===== config.mk =====
export PLATFORM = sky130hd
export DESIGN_NAME = max_heap_priority_queue
export DESIGN_NICKNAME = d
export VERILOG_FILES = /design/src/rtl/mhpq_pkg.sv /design/src/rtl/max_heap_priority_queue.sv
export SDC_FILE = /design/constraint.sdc
export NUM_CORES = 1
export LEC_CHECK = 0
export BUFFER_PORTS_ARGS = -buffer_cell sky130_fd_sc_hd__buf_2
export CORE_MARGIN = 2
export CORE_UTILIZATION = 45
export CTS_CLUSTER_SIZE = 25
export DETAILED_ROUTE_END_ITERATION = 6
export HOLD_SLACK_MARGIN = 0.15
export PLACE_DENSITY_LB_ADDON = 0.08
export SLEW_MARGIN = 20
export SYNTH_ARGS = -nofsm -noshare
export SYNTH_HDL_FRONTEND = slang
export SYNTH_SLANG_ARGS = --single-unit
export TNS_END_PERCENT = 5

===== constraint.sdc =====
create_clock -name clk -period 5.6 [get_ports clk]
set_clock_uncertainty 0.15 [all_clocks]
set_input_delay 0.56 -clock clk [delete_from_list [all_inputs] [get_ports clk]]
set_output_delay 0.56 -clock clk [all_outputs]
set_load 0.05 [all_outputs]

===== src/rtl/mhpq_pkg.sv =====
// Package for the binary max-heap priority queue.
// Transaction structs, field widths, operation and status codes.
// No dependencies.
package mhpq_pkg;

  localparam int KEY_W         = 32;
  localparam int CNT_W         = 5;
  localparam int STATUS_W      = 2;
  localparam int DEPTH_DEFAULT = 16;

  localparam logic [CNT_W-1:0] CAP_RESET = CNT_W'(16);

  localparam logic FUNC_INSERT = 1'b0;
  localparam logic FUNC_POP    = 1'b1;

  localparam logic [STATUS_W-1:0] ST_OK    = 2'd0;
  localparam logic [STATUS_W-1:0] ST_FULL  = 2'd1;
  localparam logic [STATUS_W-1:0] ST_EMPTY = 2'd2;

  typedef struct packed {
    logic                    func;
    logic signed [KEY_W-1:0] value;
  } in_t;

  typedef struct packed {
    logic signed [KEY_W-1:0] popped_value;
    logic [STATUS_W-1:0]     status;
    logic [CNT_W-1:0]        count;
  } out_t;

endpackage


===== src/rtl/max_heap_priority_queue.sv =====
// Binary max-heap priority queue: top level with heap store and sift sequencer.
// Depends on mhpq_pkg.
//
// Each input transaction is an insert of a signed 32-bit key or a pop of the
// largest key, and yields exactly one result with the popped key, a status and
// the entry count afterwards. The heap lives in a single memory with one read
// and one write port, read data registered; one comparator walks the tree one
// level at a time. A dropped insert or an empty pop goes straight to its
// result; an insert sifts the new key up and a pop moves the last key to the
// root and sifts it down, comparing it with the larger child at each level.
// A result waits while the output register still holds an untaken result. The
// input stalls until the result is handed to the output register, which may
// still hold an untaken result while the next transaction is accepted.
// Capacity is clamped to DEPTH and to 31 and should be written while the
// queue is idle.
module max_heap_priority_queue
  import mhpq_pkg::*;
#(
  parameter int DEPTH = DEPTH_DEFAULT
) (
  input  logic             clk,
  input  logic             rst_n,
  input  logic             in_valid,
  output logic             in_stall,
  input  in_t              in_data,
  output logic             out_valid,
  input  logic             out_stall,
  output out_t             out_data,
  input  logic             cfg_valid,
  output logic             cfg_ready,
  input  logic [CNT_W-1:0] cfg_data
);

  localparam int AW      = $clog2(DEPTH);
  localparam int LIM_MAX = (DEPTH < 31) ? DEPTH : 31;
  localparam logic [CNT_W-1:0] LIM_C = CNT_W'(LIM_MAX);

  localparam logic [3:0] S_IDLE = 4'd0;
  localparam logic [3:0] S_UP   = 4'd1;
  localparam logic [3:0] S_UPC  = 4'd2;
  localparam logic [3:0] S_POPL = 4'd3;
  localparam logic [3:0] S_POPC = 4'd4;
  localparam logic [3:0] S_DN   = 4'd5;
  localparam logic [3:0] S_DNR  = 4'd6;
  localparam logic [3:0] S_DNRR = 4'd7;
  localparam logic [3:0] S_DNC  = 4'd8;
  localparam logic [3:0] S_OUT  = 4'd9;

  function automatic logic [AW-1:0] to_idx(input logic [CNT_W:0] p);
    logic [AW+CNT_W:0] w;
    w = {{AW{1'b0}}, p};
    return w[AW-1:0];
  endfunction

  logic signed [KEY_W-1:0] mem [DEPTH];

  logic [3:0]              state_r, state_nxt;
  logic [CNT_W-1:0]        cnt_r, cnt_nxt;
  logic [CNT_W-1:0]        cap_r;
  logic [CNT_W-1:0]        pos_r, pos_nxt;
  logic [CNT_W-1:0]        big_pos_r, big_pos_nxt;
  logic signed [KEY_W-1:0] cur_r, cur_nxt;
  logic signed [KEY_W-1:0] big_val_r, big_val_nxt;
  logic signed [KEY_W-1:0] popped_r, popped_nxt;
  logic [STATUS_W-1:0]     status_r, status_nxt;
  logic signed [KEY_W-1:0] rd_data_r;
  logic                    out_valid_r, out_valid_nxt;
  out_t                    out_r, out_nxt;

  logic [AW-1:0]           rd_addr;
  logic                    we;
  logic [AW-1:0]           wr_addr;
  logic signed [KEY_W-1:0] wr_data;

  logic [CNT_W-1:0]        limit;
  logic                    in_acc;
  logic [CNT_W-1:0]        parent;
  logic [CNT_W:0]          lchild;
  logic [CNT_W:0]          rchild;
  logic                    r_ok;

  assign limit     = (cap_r > LIM_C) ? LIM_C : cap_r;
  assign in_stall  = (state_r != S_IDLE);
  assign in_acc    = in_valid && !in_stall;
  assign cfg_ready = (state_r == S_IDLE);
  assign out_valid = out_valid_r;
  assign out_data  = out_r;

  assign parent = (pos_r - CNT_W'(1)) >> 1;
  assign lchild = {pos_r, 1'b1};
  assign rchild = lchild + (CNT_W+1)'(1);
  assign r_ok   = rchild < {1'b0, cnt_r};

  always_comb begin
    state_nxt     = state_r;
    cnt_nxt       = cnt_r;
    pos_nxt       = pos_r;
    big_pos_nxt   = big_pos_r;
    cur_nxt       = cur_r;
    big_val_nxt   = big_val_r;
    popped_nxt    = popped_r;
    status_nxt    = status_r;
    rd_addr       = '0;
    we            = 1'b0;
    wr_addr       = to_idx({1'b0, pos_r});
    wr_data       = cur_r;
    out_nxt       = out_r;
    out_valid_nxt = out_valid_r && out_stall;
    unique case (state_r)
      S_IDLE: begin
        if (in_acc) begin
          popped_nxt = '0;
          status_nxt = ST_OK;
          if (in_data.func == FUNC_INSERT) begin
            if (cnt_r >= limit) begin
              status_nxt = ST_FULL;
              state_nxt  = S_OUT;
            end else begin
              cur_nxt   = in_data.value;
              pos_nxt   = cnt_r;
              cnt_nxt   = cnt_r + CNT_W'(1);
              state_nxt = S_UP;
            end
          end else begin
            if (cnt_r == '0) begin
              status_nxt = ST_EMPTY;
              state_nxt  = S_OUT;
            end else begin
              state_nxt = S_POPL;
            end
          end
        end
      end
      S_UP: begin
        if (pos_r == '0) begin
          we        = 1'b1;
          state_nxt = S_OUT;
        end else begin
          rd_addr   = to_idx({1'b0, parent});
          state_nxt = S_UPC;
        end
      end
      S_UPC: begin
        we = 1'b1;
        if (rd_data_r < cur_r) begin
          wr_data   = rd_data_r;
          pos_nxt   = parent;
          state_nxt = S_UP;
        end else begin
          state_nxt = S_OUT;
        end
      end
      S_POPL: begin
        popped_nxt = rd_data_r;
        rd_addr    = to_idx({1'b0, cnt_r - CNT_W'(1)});
        state_nxt  = S_POPC;
      end
      S_POPC: begin
        cur_nxt   = rd_data_r;
        cnt_nxt   = cnt_r - CNT_W'(1);
        pos_nxt   = '0;
        state_nxt = S_DN;
      end
      S_DN: begin
        if (lchild >= {1'b0, cnt_r}) begin
          we        = 1'b1;
          state_nxt = S_OUT;
        end else begin
          rd_addr   = to_idx(lchild);
          state_nxt = S_DNR;
        end
      end
      S_DNR: begin
        big_val_nxt = rd_data_r;
        big_pos_nxt = lchild[CNT_W-1:0];
        if (r_ok) begin
          rd_addr   = to_idx(rchild);
          state_nxt = S_DNRR;
        end else begin
          state_nxt = S_DNC;
        end
      end
      S_DNRR: begin
        if (big_val_r < rd_data_r) begin
          big_val_nxt = rd_data_r;
          big_pos_nxt = rchild[CNT_W-1:0];
        end
        state_nxt = S_DNC;
      end
      S_DNC: begin
        we = 1'b1;
        if (cur_r < big_val_r) begin
          wr_data   = big_val_r;
          pos_nxt   = big_pos_r;
          state_nxt = S_DN;
        end else begin
          state_nxt = S_OUT;
        end
      end
      S_OUT: begin
        if (!out_valid_r || !out_stall) begin
          out_nxt.popped_value = popped_r;
          out_nxt.status       = status_r;
          out_nxt.count        = cnt_r;
          out_valid_nxt        = 1'b1;
          state_nxt            = S_IDLE;
        end
      end
      default: begin
        state_nxt = S_IDLE;
      end
    endcase
  end

  always_ff @(posedge clk) begin
    if (!rst_n) begin
      state_r     <= S_IDLE;
      cnt_r       <= '0;
      cap_r       <= CAP_RESET;
      out_valid_r <= 1'b0;
    end else begin
      state_r     <= state_nxt;
      cnt_r       <= cnt_nxt;
      out_valid_r <= out_valid_nxt;
      if (cfg_valid && cfg_ready) begin
        cap_r <= cfg_data;
      end
    end
  end

  always_ff @(posedge clk) begin
    pos_r     <= pos_nxt;
    big_pos_r <= big_pos_nxt;
    cur_r     <= cur_nxt;
    big_val_r <= big_val_nxt;
    popped_r  <= popped_nxt;
    status_r  <= status_nxt;
    out_r     <= out_nxt;
  end

  always_ff @(posedge clk) begin
    if (we) begin
      mem[wr_addr] <= wr_data;
    end
    rd_data_r <= mem[rd_addr];
  end

  a_cnt_bound: assert property (@(posedge clk) disable iff (!rst_n)
    cnt_r <= LIM_C)
    else $error("entry count above limit");

  a_insert_grows: assert property (@(posedge clk) disable iff (!rst_n)
    (in_acc && in_data.func == FUNC_INSERT && cnt_r < limit)
      |=> (cnt_r == $past(cnt_r) + CNT_W'(1)))
    else $error("accepted insert did not grow the heap");

  a_pop_shrinks: assert property (@(posedge clk) disable iff (!rst_n)
    (in_acc && in_data.func == FUNC_POP && cnt_r != '0)
      |=> ##2 (cnt_r == $past(cnt_r, 3) - CNT_W'(1)))
    else $error("accepted pop did not shrink the heap");

  a_up_pos: assert property (@(posedge clk) disable iff (!rst_n)
    (state_r == S_UP || state_r == S_UPC) |-> (pos_r < cnt_r))
    else $error("sift-up position outside the heap");

  a_fail_zero: assert property (@(posedge clk) disable iff (!rst_n)
    (state_r == S_OUT && status_r != ST_OK) |-> (popped_r == '0))
    else $error("failed transaction carries a popped key");

endmodule

==> impl_metrics.csv <==
group,metric,value,unit
status,status,"finished clean",
yosys,synth.avg_cell_area,12.6,um2
yosys,syn_inst,2392,
floorplanning,start_util,45.3,%
power_and_ir_drop,intPower,12.9,mW
final_layout,layout.nets,2693,
yosys,synth-adder-area-share,4.68,%
grt,overflow,0,
timing,rsz0062_at_grt,"no",
grt,grt_pass1_wl,130000,um
worst_setup_path,cp_top_family,"compound AO/OA/AOI/OAI gates",
worst_setup_path,crit_end,"mem[5][15]$_DFFE_PP_",
drt,drc,0,
worst_setup_path,r2r_slack,1.06,ns
job,cap_violations,0,
grt,grt.total_usage,25.3,%
drt,dr_total_vias,20100,
worst_setup_path,critPathMaxStageDelay,0.74,ns
final_layout,multiInputGateArea,8770,um2
final_layout,nFillCells,5746,
drt,antenna_left,0,
cts,cts-resized-gates,0,
final_layout,final_util,52.4,%
power_and_ir_drop,switchingPower,8.04,mW
yosys,ys_seq_area_share,68.6,%
drt,viasPerCell,5.79,
cts,clk_latency,0.63,ns
worst_setup_path,path_max_fanout,19,
drt,drtIter0Drc,2133,
final_layout,syn_to_final_growth,15.8,%
timing,hold_viol,0,
worst_setup_path,crit_path_start_kind,"flip-flop",
cts,cts_root_buffer,"clkbuf_16",
cts,cts_buffers,77,
yosys,synth_compound_area_share,6.58,%
timing,setup_viol,0,
power_and_ir_drop,worst_ir_drop_vdd,266,uV
cts,ctsHoldBuffers,45,
power_and_ir_drop,p_leak,12.8,nW
power_and_ir_drop,pwr-share-clk,24.3,%
worst_setup_path,crit_required,5.76,ns
worst_setup_path,crit_path_frequent_cell,"a221o_1",
timing,fmax,220,MHz
floorplanning,die_h,263,um
yosys,synthMuxAreaShare,1.33,%
yosys,synth_area_leaders,"edfxtp_1, nand2_1, nand3_1, ha_1, dfxtp_1",
worst_setup_path,cp-startpoint,"cur_r[25]$_DFFE_PP_",
grt,antenna_found_initial,2,
floorplanning,core,66800,um2
place,dp_slack,1.12,ns
worst_setup_path,crit_chain,"inv_1 > ha_1 > a21o_1 > a221o_1 > a221oi_1 > o21ai_0 > a21oi_1 > xor2_1 > a211o_1 > buf_12 > a221o_1",
yosys,synth-main-ff-cell,"edfxtp_1",
timing,relSlewSlack,26.0,%
floorplanning,dieArea,69300,um2
timing,slew_viol_final,0,
power_and_ir_drop,power,21.0,mW
cts,clkSlewWorstSetupHoldPaths,0.06,ns
worst_setup_path,r2r-end,"mem[5][15]$_DFFE_PP_",
yosys,synth_cell_types,66,
yosys,synth_warnings,0,
worst_hold_path,min_path_type,"in2reg",
place,dp_hpwl,51900,um
floorplanning,io_pins,85,
cts,cts_tree,"done",
yosys,synth_area,30200,um2
cts,clock-sinks,706,
power_and_ir_drop,power_switching_share,38.3,%
timing,fin_tns_setup,0,ns
drt,wl_per_cell,25.3,um
timing,period_share,81.0,%
grt,grt_max_degree,91,
yosys,synth_edf_count,659,
timing,worst_slack,1.06,ns
worst_setup_path,r2r-start,"cur_r[25]$_DFFE_PP_",
worst_setup_path,critPathSlowestCell,"a211o_1",
yosys,yosys.area_share.simple,15.3,%
worst_setup_path,cp.arrival,4.70,ns
power_and_ir_drop,comb_power_share,35.6,%
worst_setup_path,worst-path-buf-inv,2,
worst_setup_path,path_depth,11,
cts,h-tree-depth,3,
yosys,synth-xor-area-share,0.406,%
yosys,synth_top_family_by_area,"simple AND/OR/NAND/NOR gates",
final_layout,drive_gt1_share,12.9,%
floorplanning,die_width,263,um
final_layout,mostFrequentLayoutCells,"edfxtp_1, nand2_1, nand3_1",
final_layout,layout_commonest_cell,"edfxtp_1",
final_layout,layout.area.seq,20700,um2
yosys,synth.largest_area_cell,"edfxtp_1",
cts,post_cts_buffers,0,
floorplanning,rows,95,
timing,tightest_slew,1.11,ns
yosys,synth-seq-cells,706,
worst_setup_path,end_kind,"flip-flop",
power_and_ir_drop,pwr-share-seq,40.1,%
worst_setup_path,critical_path_class,"reg2reg",
timing,fin_crit,4.54,ns
yosys,yosysTopAreaCellShare,65.5,%
yosys,synthArstFlopShare,0,%
place,port-buffer-count,84,
place,place.gp.congestion,0.875,
worst_setup_path,reg2reg_depth,11,
power_and_ir_drop,powerDensity,599,nW/um2
drt,first_pass_iters,5,
cts,clockBufferDepth,3,
yosys,synth_nets,2548,
grt,grt_pass1_vias,19500,
drt,wirelength,87800,um
==> power groups by stage <==
stage | registers [mW] | logic (mW) | clock network (mW)
floorplan | 8.15 | 4.77 | 0
global placement | 8.50 | 7.18 | 0
detailed placement | 8.49 | 7.36 | 0
CTS | 8.39 | 7.44 | 5.19
global route | 8.48 | 8.19 | 5.39
finish | 8.43 | 7.47 | 5.10
==> synth_stat cells, drive strengths merged, types with 3 or more instances <==
| master | number |
|---|---|
| o22ai | 3 |
| ha | 113 |
| and3 | 36 |
| nand2b | 14 |
| xor2 | 5 |
| nor2 | 82 |
| nand3 | 310 |
| nand2 | 492 |
| or3 | 3 |
| a31oi | 35 |
| buf | 46 |
| a21o | 19 |
| o21a | 3 |
| o211ai | 3 |
| dfxtp | 47 |
| xnor2 | 9 |
| a21boi | 7 |
| a221o | 38 |
| mux2i | 3 |
| a211oi | 6 |
| and4 | 5 |
| a211o | 3 |
| inv | 108 |
| nor2b | 6 |
| a21oi | 37 |
| a32oi | 32 |
| nor3 | 21 |
| edfxtp | 659 |
| clkbuf | 81 |
| a2111oi | 35 |
| a221oi | 3 |
| and2 | 31 |
| mux2 | 33 |
| o21ai | 25 |
| nand4 | 11 |
| nor4 | 5 |
==> state kept, by name (all words and copies together), names as in the netlist <==
register / cells
big_pos_r: 5
big_val_r: 32
cap_r: 5
cnt_r: 5
cur_r: 32
mem: 512
out_data: 39
out_valid: 1
popped_r: 32
pos_r: 5
rd_data_r: 32
state_r: 4
status_r: 2
==> routing by layer <==
layer  track usage, %  up-vias  routed length [um]  share of wire [%]
li1                 -     9138                   -                  -
met4             7.26        0                1920                2.2
met1             37.2    10000               39700                 45
met3             4.08      116                6670                7.6
met5                0        -                   0                  0
met2             39.0      798               39600                 45
==> logic make-up after synthesis <==
logic type / count (synthesis)
adder cells (fa/ha/maj): 113
AND/OR/NAND/NOR: 1026
AO/OA/AOI/OAI: 261
multiplexers: 36
XOR/XNOR: 14
flip-flops: 706
buffers and inverters: 236
==> worst min path at each step <==
stage	from	to	slack, ns	depth (start not counted)
2_1_floorplan	popped_r[3]$_SDFFCE_PN0P_	out_data[10]$_DFFE_PP_	0.25	0
3_3_place_gp	popped_r[24]$_SDFFCE_PN0P_	out_data[31]$_DFFE_PP_	0.25	0
3_5_place_dp	popped_r[11]$_SDFFCE_PN0P_	out_data[18]$_DFFE_PP_	0.25	0
4_1_cts	in_data[28]	cur_r[28]$_DFFE_PP_	0.16	2
5_1_grt	in_data[28]	cur_r[28]$_DFFE_PP_	0.16	2
6_report	in_data[28]	cur_r[28]$_DFFE_PP_	0.18	2
==> area by class of cell <==
cell class | instances | share of cell area, %
Tap cell | 873 | 3.12
Timing Repair Buffer | 193 | 4.17
Sequential cell | 706 | 59.2
Clock buffer | 106 | 6.28
Clock inverter | 34 | 1.03
Inverter | 109 | 1.17
Multi-Input combinational cell | 1450 | 25.0
Antenna cell | 2 | 0.0143
==> through the flow <==
step	instances	cell area [um2]	hold WS (ns)
6_report	3473	35000	0.182
3_3_place_gp	3284	32000	0.251
4_1_cts	3470	35000	0.159
3_5_place_dp	3285	32000	0.255
5_1_grt	3471	35000	0.160
2_1_floorplan	2392	30200	0.250
No activity file was read; power rests on OpenSTA's default activity.
